$ cat config.mk
export PLATFORM = sky130hd
export DESIGN_NAME = hprb_ctrl
export DESIGN_NICKNAME = d
export VERILOG_FILES = /design/src/design/hprb_pkg.sv /design/src/design/hprb_ctrl.sv
export SDC_FILE = /design/constraint.sdc
export NUM_CORES = 1
export LEC_CHECK = 0
export BUFFER_PORTS_ARGS = -buffer_cell sky130_fd_sc_hd__buf_4
export CAP_MARGIN = 10
export CORE_MARGIN = 5
export CORE_UTILIZATION = 41
export CTS_CLUSTER_SIZE = 30
export DETAILED_ROUTE_END_ITERATION = 6
export MAX_ROUTING_LAYER = met4
export PLACE_DENSITY = 0.83
export SLEW_MARGIN = 25
export SYNTH_ARGS = -nofsm -noshare
export SYNTH_HDL_FRONTEND = slang
export SYNTH_SLANG_ARGS = --single-unit
$ cat constraint.sdc
create_clock -name clk -period 1.5 [get_ports clk]
set_clock_uncertainty 0.15 [all_clocks]
set_input_delay 0.075 -clock clk [delete_from_list [all_inputs] [get_ports clk]]
set_output_delay 0.075 -clock clk [all_outputs]
set_load 0.03 [all_outputs]
$ cat src/design/hprb_pkg.sv
// ----------------------------------------------------------------------------
// hprb_pkg
// Shared constants and controller/datapath interface types for the heap
// packet reorder buffer.
// ----------------------------------------------------------------------------
package hprb_pkg;

  localparam int CAPACITY_DEF = 64;
  localparam int SEQ_BITS_DEF = 16;

  // Port widths fixed by the item format.
  localparam int SEQ_W    = 16;
  localparam int HANDLE_W = 16;
  localparam int GROUP_W  = 16;
  localparam int BSZ_W    = 7;

  // Longest run released at one block end, and the release buffer geometry.
  localparam int MAX_RUN = 64;
  localparam int RUN_CW  = $clog2(MAX_RUN + 1);
  localparam int RUN_AW  = $clog2(MAX_RUN);
  localparam int OUT_W   = SEQ_W + HANDLE_W;

  localparam logic [BSZ_W-1:0] BLOCK_SIZE_RST = 7'd8;

  // Configuration port.
  localparam int APB_ADDR_W = 3;
  localparam int APB_DATA_W = 32;
  localparam int REG_IDX_W  = APB_ADDR_W - 2;
  localparam logic [REG_IDX_W-1:0] REG_BLOCK_SIZE = 1'b0;

  typedef struct packed {
    logic accept;      // take the input item
    logic write_x;     // write the moving entry at the hole position
    logic rd_parent;   // read the parent of the hole
    logic move_up;     // move the parent down into the hole
    logic run_init;    // open a release check at a block end
    logic rd_root;     // read the heap root
    logic mark_drop;   // discard a stale root
    logic emit_store;  // buffer the root as a released packet
    logic pop_dec;     // shrink the heap, read its last entry
    logic load_x;      // last entry becomes the moving entry at the root
    logic rd_kids;     // read both children of the hole
    logic move_down;   // move the smaller child up into the hole
    logic emit_start;  // start streaming buffered results
    logic emit_rd;     // read one buffered result
    logic run_done;    // bump the group number
  } cmd_t;

  typedef struct packed {
    logic ins_pend;
    logic pos_zero;
    logic x_lt_par;
    logic blk_end;
    logic count_zero;
    logic count_one;
    logic n_full;
    logic n_zero;
    logic first_chk;
    logic root_eq;
    logic root_lt;
    logic lc_in;
    logic sd_move;
    logic idx_last;
  } status_t;

endpackage

$ cat src/design/hprb_ctrl.sv
// ----------------------------------------------------------------------------
// hprb_ctrl
// Sequencer for insert sift-up, release checks, pops with sift-down and
// streaming of the buffered release run.
// ----------------------------------------------------------------------------
module hprb_ctrl (
  input  logic             clk,
  input  logic             rst,
  input  logic             start,
  output logic             busy,
  input  hprb_pkg::status_t st,
  output hprb_pkg::cmd_t   cmd
);

  typedef enum logic [3:0] {
    S_IDLE,
    S_INS_CHK,
    S_INS_CMP,
    S_BLK_END,
    S_RD_ROOT,
    S_CHK_ROOT,
    S_POP,
    S_POP_LD,
    S_SD_RD,
    S_SD_CMP,
    S_FINISH,
    S_EMIT,
    S_EMIT_END
  } state_t;

  state_t state, state_next;

  always_ff @(posedge clk) begin
    if (rst) begin
      state <= S_IDLE;
    end else begin
      state <= state_next;
    end
  end

  assign busy = (state != S_IDLE);

  always_comb begin
    cmd        = '0;
    state_next = state;
    unique case (state)
      S_IDLE: begin
        if (start) begin
          cmd.accept = 1'b1;
          state_next = S_INS_CHK;
        end
      end
      S_INS_CHK: begin
        if (!st.ins_pend) begin
          state_next = S_BLK_END;
        end else if (st.pos_zero) begin
          cmd.write_x = 1'b1;
          state_next  = S_BLK_END;
        end else begin
          cmd.rd_parent = 1'b1;
          state_next    = S_INS_CMP;
        end
      end
      S_INS_CMP: begin
        if (st.x_lt_par) begin
          cmd.move_up = 1'b1;
          state_next  = S_INS_CHK;
        end else begin
          cmd.write_x = 1'b1;
          state_next  = S_BLK_END;
        end
      end
      S_BLK_END: begin
        if (st.blk_end) begin
          cmd.run_init = 1'b1;
          state_next   = S_RD_ROOT;
        end else begin
          state_next = S_IDLE;
        end
      end
      S_RD_ROOT: begin
        if (st.n_full || st.count_zero) begin
          state_next = S_FINISH;
        end else begin
          cmd.rd_root = 1'b1;
          state_next  = S_CHK_ROOT;
        end
      end
      S_CHK_ROOT: begin
        priority if (st.first_chk && !st.root_eq) begin
          state_next = S_IDLE;
        end else if (st.root_lt) begin
          cmd.mark_drop = 1'b1;
          state_next    = S_POP;
        end else if (st.root_eq) begin
          cmd.emit_store = 1'b1;
          state_next     = S_POP;
        end else begin
          state_next = S_FINISH;
        end
      end
      S_POP: begin
        cmd.pop_dec = 1'b1;
        state_next  = st.count_one ? S_RD_ROOT : S_POP_LD;
      end
      S_POP_LD: begin
        cmd.load_x = 1'b1;
        state_next = S_SD_RD;
      end
      S_SD_RD: begin
        if (st.lc_in) begin
          cmd.rd_kids = 1'b1;
          state_next  = S_SD_CMP;
        end else begin
          cmd.write_x = 1'b1;
          state_next  = S_RD_ROOT;
        end
      end
      S_SD_CMP: begin
        if (st.sd_move) begin
          cmd.move_down = 1'b1;
          state_next    = S_SD_RD;
        end else begin
          cmd.write_x = 1'b1;
          state_next  = S_RD_ROOT;
        end
      end
      S_FINISH: begin
        if (st.n_zero) begin
          state_next = S_IDLE;
        end else begin
          cmd.emit_start = 1'b1;
          state_next     = S_EMIT;
        end
      end
      S_EMIT: begin
        cmd.emit_rd = 1'b1;
        if (st.idx_last) begin
          state_next = S_EMIT_END;
        end
      end
      S_EMIT_END: begin
        cmd.run_done = 1'b1;
        state_next   = S_IDLE;
      end
      default: begin
        state_next = S_IDLE;
      end
    endcase
  end

endmodule

==> summary.md, run 1 <==
| Metric | Value |
|---|---|
| Status | did not finish |
| Failed at | global routing |
| First Error | [ERROR DPL-0033] detailed placement checks failed during check placement. |
| Gate Count Post-Synth | 73 |
| Die W | 46.4 um |
| Ys Warns | 0 |
| CTS Buf Count | 3 |
| I/O Buffers | 32 |
| Number of H-tree levels | 1 |
| Synthesized area | 543 um2 |
| RePlAce Congestion | 0.835 |
| Largest net degree at the start of global routing | 13 |
| Seq/Total Area, Yosys | 0.147 |
| Unique masters post-synth | 39 |
| Dpl ws | -0.0486 ns |
| Initial antenna violation count | 0 |
| Syn_nets | 90 |
| Mean post-synth cell area | 7.44 um2 |
| Max Root-Sink Buffers | 2 |
| Total placed cells including tap cells | 129 |
| Site row count | 13 |
| Initial cell density of the core | 0.428 |
| Ports | 33 |
| Final HPWL DP | 1.53 mm |
| Worst ep type | top-level output |
| CTS root buffer | clkbuf_4 |
| Yosys reg bits | 4 |
| Worst EP post-GRT repair | cmd[13] |
| Chip height | 46.4 um |
| CTS Sinks | 4 |
==> logic make-up after synthesis <==
group | after synthesis | synth area share
and+or+nand+nor | 46 | 0.521
DFF | 4 | 0.147
muxes | 1 | 0.0184
AOI/OAI and AO/OA | 16 | 0.237
buffers and inverters | 6 | 0.0760
==> synthesized netlist by cell type <==
library cell	number	area [um2]
or2b_1	1	7.51
and2_2	1	7.51
a31oi_1	1	6.26
and2_1	1	6.26
a311oi_1	1	8.76
or4_4	1	11.3
o21ai_1	1	5.00
o21bai_1	2	15.0
a21oi_1	1	5.00
a41oi_2	1	16.3
nand2b_2	1	8.76
nor3_1	1	5.00
buf_4	3	22.5
nand2b_1	4	25.0
a221oi_2	1	15.0
nor4_2	1	12.5
inv_1	2	7.51
a21oi_2	1	8.76
nand2_1	3	11.3
o211ai_1	1	7.51
nor3_2	2	20.0
o21a_1	1	7.51
nor4_1	2	12.5
dfxtp_1	4	80.1
mux2i_1	1	10.0
o21ai_0	2	10.0
buf_6	1	11.3
nand4bb_1	1	11.3
o2bb2ai_1	1	8.76
nor4b_1	1	8.76
and3_1	4	25.0
and2b_1	1	7.51
nor3b_1	1	7.51
nor2_4	1	11.3
and3b_1	1	8.76
a21boi_0	2	15.0
nor2_1	14	52.6
nor2b_1	2	12.5
nand3_1	2	10.0
==> through the flow <==
stage,area (um2),utilization
4_1_cts,1090,0.857
3_5_place_dp,891,0.702
3_3_place_gp,891,0.702
2_1_floorplan,576,-
==> what timing repair did <==
action | CTS
setup endpoints to repair | 14
pin swaps | 11
buffers inserted | 8
hold buffers | 1
resized for setup | 28
hold endpoints to repair | 2
==> run 2, diff against run 1 <==
--- a/config.mk
+++ b/config.mk
@@ -7,12 +7,10 @@
 export LEC_CHECK = 0
 export BUFFER_PORTS_ARGS = -buffer_cell sky130_fd_sc_hd__buf_4
 export CAP_MARGIN = 10
-export CORE_MARGIN = 5
-export CORE_UTILIZATION = 41
-export CTS_CLUSTER_SIZE = 30
+export CORE_AREA = 5 5 66 68
 export DETAILED_ROUTE_END_ITERATION = 6
-export MAX_ROUTING_LAYER = met4
-export PLACE_DENSITY = 0.83
+export DIE_AREA = 0 0 71 73
+export PLACE_DENSITY_LB_ADDON = 0.15
 export SLEW_MARGIN = 25
 export SYNTH_ARGS = -nofsm -noshare
 export SYNTH_HDL_FRONTEND = slang
==> run 2 against run 1 <==
Effect of this change:
- the flow now finishes, with violations (negative setup slack)
- synthesized cell count is the same
- synthesized area is the same
==> summary.md, run 2 <==
| Metric | Value |
|---|---|
| Top reg by flops | state |
| Critical path peak fanout | 6 |
| Gate Count Post-Synth | 73 (unchanged) |
| Yosys reg bits | 4 (unchanged) |
| Area of the die | 5180 um2 |
| Share of cells above drive strength 1 | 0.739 |
| Ys async rst share | 0 (unchanged) |
| Total placed cells including tap cells | 170 (+32%) |
| # diodes | 0 |
| CP Launch Type | register |
| Slew HR | 0.781 |
| Drt drc | 0 |
| Mean post-synth cell area | 7.44 um2 (unchanged) |
| Ports | 33 (unchanged) |
| Hold Path Class | primary input to register |
| Cell with the most instances after synthesis | nor2_1 |
| Worst skew pair latency | 0.22 ns |
| Number of H-tree levels | 1 (unchanged) |
| Worst setup EP type | output port |
| Worst reg2reg path depth | 6 |
| Worst setup path category | register to output port |
| Total Wirelength | 2.58 mm |
| R2R Path End | state[2] |
| RSZ-0062 raised after global routing | true |
| Gr usage total | 0.0977 |
| Final period demand of the worst path | 1.66 ns |
| Reg2reg setup slack | -0.06 ns |
| Routed Antenna Nets | 0 |
| Finish-stage setup viols | 12 |
| First-pass detailed-route iteration total | 4 |
| Top Registers | state (4) |
| RePlAce Congestion | 0.836 (+0.16%) |
| Dpl ws | -0.0300 ns (+0.0185 ns) |
| CP Data Arrival Time | 1.44 ns |
| Nets | 157 |
| Commonest non-fill, non-tap cells in the layout | buf_4, buf_6, nor2_1 |
| Vias in the first global route | 821 |
| Synth-to-Final Area Change | 153% |
| I/O Buffers | 32 (unchanged) |
| WL/cell | 13.7 um |
| Worst EP required | 1.27 ns |
| Non-Filler Instances | 188 |
| PD cells | 510 nW/um2 |
| Worst VDD drop | 0.282 mV |
| Post-synth EDFFs | 0 (unchanged) |
| Worst slew pin tran | 0.326 ns |
| Max Fclk | 601 MHz |
| Largest net degree at the start of global routing | 11 |
| CTS tree | built |
| CTS Buf Count | 3 (unchanged) |
| Max Root-Sink Buffers | 2 (unchanged) |
| Largest register FFs | 4 |
| Commonest non-fill, non-tap cell in the layout | buf_4 |
| Worst setup margin | -0.165 ns |
| Final hold violations | 0 |
| Via count | 796 |
| Seq/Total Area, Yosys | 0.147 (unchanged) |
| Dominant cells by area after synthesis | dfxtp_1, nor2_1, and3_1 |
| Reg-to-reg startpoint | state[1] |
| Status | finished with violations |
| Initial drt markers | 13 |
| Ys Warns | 0 (unchanged) |
| Synthesized area | 543 um2 (unchanged) |
| Hold Path Origin | st[4] |
| Hold Path End | state[3] |
| Yosys top cell by area | dfxtp_1 |
| Site row count | 23 (+10) |
| Core area | 3800 um2 |
| Initial antenna violation count | 0 |
| Failing checks | negative setup slack |
| Final HPWL DP | 1.90 mm (+24%) |
| CTS clk-pin slew, worst paths | 0.03 ns |
| Final Slew Violations | 0 |
| Drt via density | 4.23 |
| Chip height | 73 um (+57%) |
| Worst Hold Depth | 4 |
| Number of max-cap violations | 0 |
| Die W | 71 um (+53%) |
| CTS Sinks | 4 (unchanged) |
| Synth cell count leaders | nor2_1, and3_1, dfxtp_1, nand2b_1 |
| Commonest register cell after synthesis | dfxtp_1 |
| Initial cell density of the core | 0.143 (-0.285) |
| Syn_nets | 90 (unchanged) |
| Unique masters post-synth | 39 (unchanged) |
| Global-route wire length before repair | 3.91 mm |
| Yosys top cell area share | 0.147 (unchanged) |
| Total gr overflow | 0 |
| Static leakage | 0.607 nW |
| CTS root buffer | clkbuf_8 |
| Fin crit share | 1.11 |
[run 2: worst max-delay path, stage by stage (launching register included)]
cell      delay, ns
dfxtp_4        0.36
or4_4          0.55
o211ai_1       0.11
buf_4          0.20
[run 2: report_power, final]
group	internal [W]	leakage (nW)	switching (W)
clock	0.000172	0.0216	0.0000663
sequential	0.000113	0.0352	0.0000126
combinational	0.000179	0.550	0.000158
[run 2: layer usage]
layer	share of wire	routed length, um	GRT usage
met1	0.42	1090	0.112
met2	0.50	1300	0.170
met3	0.059	152	0.0386
met4	0.015	39	0.0251
met5	0	0	0
[run 2: worst max-delay path by stage]
stage	startpoint	to	slack [ns]
after floorplan	state[3]	cmd[13]	0.002
after global placement	state[2]	state[2]	-0.06
after detailed placement	state[2]	state[2]	-0.03
after CTS	state[0]	cmd[13]	-0.18
after global routing	state[0]	cmd[13]	-0.20
final	state[3]	cmd[13]	-0.16
[run 2: layout make-up]
cell class	instances	area [um2]
clock buffers	3	41.3
fillers	415	2420
inverters	2	7.51
multi-input cells	63	578
flip-flops and latches	4	92.6
well taps	50	62.6
repair buffers	66	594
[run 2: cell families after synthesis]
kind of cell	Yosys count	synth area share
compound gates	16	0.237
flops	4	0.147
mux	1	0.0184
simple gates	46	0.521
buf+inv	6	0.0760
[run 2: timing repair]
action / 4_1_cts / 5_1_grt
hold buffers: 1 / 0
buffers inserted: 5 / 11
gates resized for setup: 28 / 28
setup endpoints to repair: 14 / 15
hold endpoints to repair: 2 / 0
pin swaps: 8 / 11
[run 2: metrics by stage]
stage | utilization | TNS [ns] | hold slack, ns | instance area (um2) | power, W
final | 0.362 | -0.845 | 0.0440 | 1380 | 0.000702
after global routing | 0.362 | -1.58 | 0.0814 | 1380 | 0.000739
after CTS | 0.311 | -0.476 | 0.0410 | 1180 | 0.000654
after detailed placement | 0.261 | -0.0300 | 0.116 | 992 | 0.000378
after global placement | 0.261 | -0.0644 | 0.120 | 992 | 0.000377
after floorplan | - | 0 | -0.0130 | 576 | 0.000261
No activity file was read; power rests on OpenSTA's default activity.
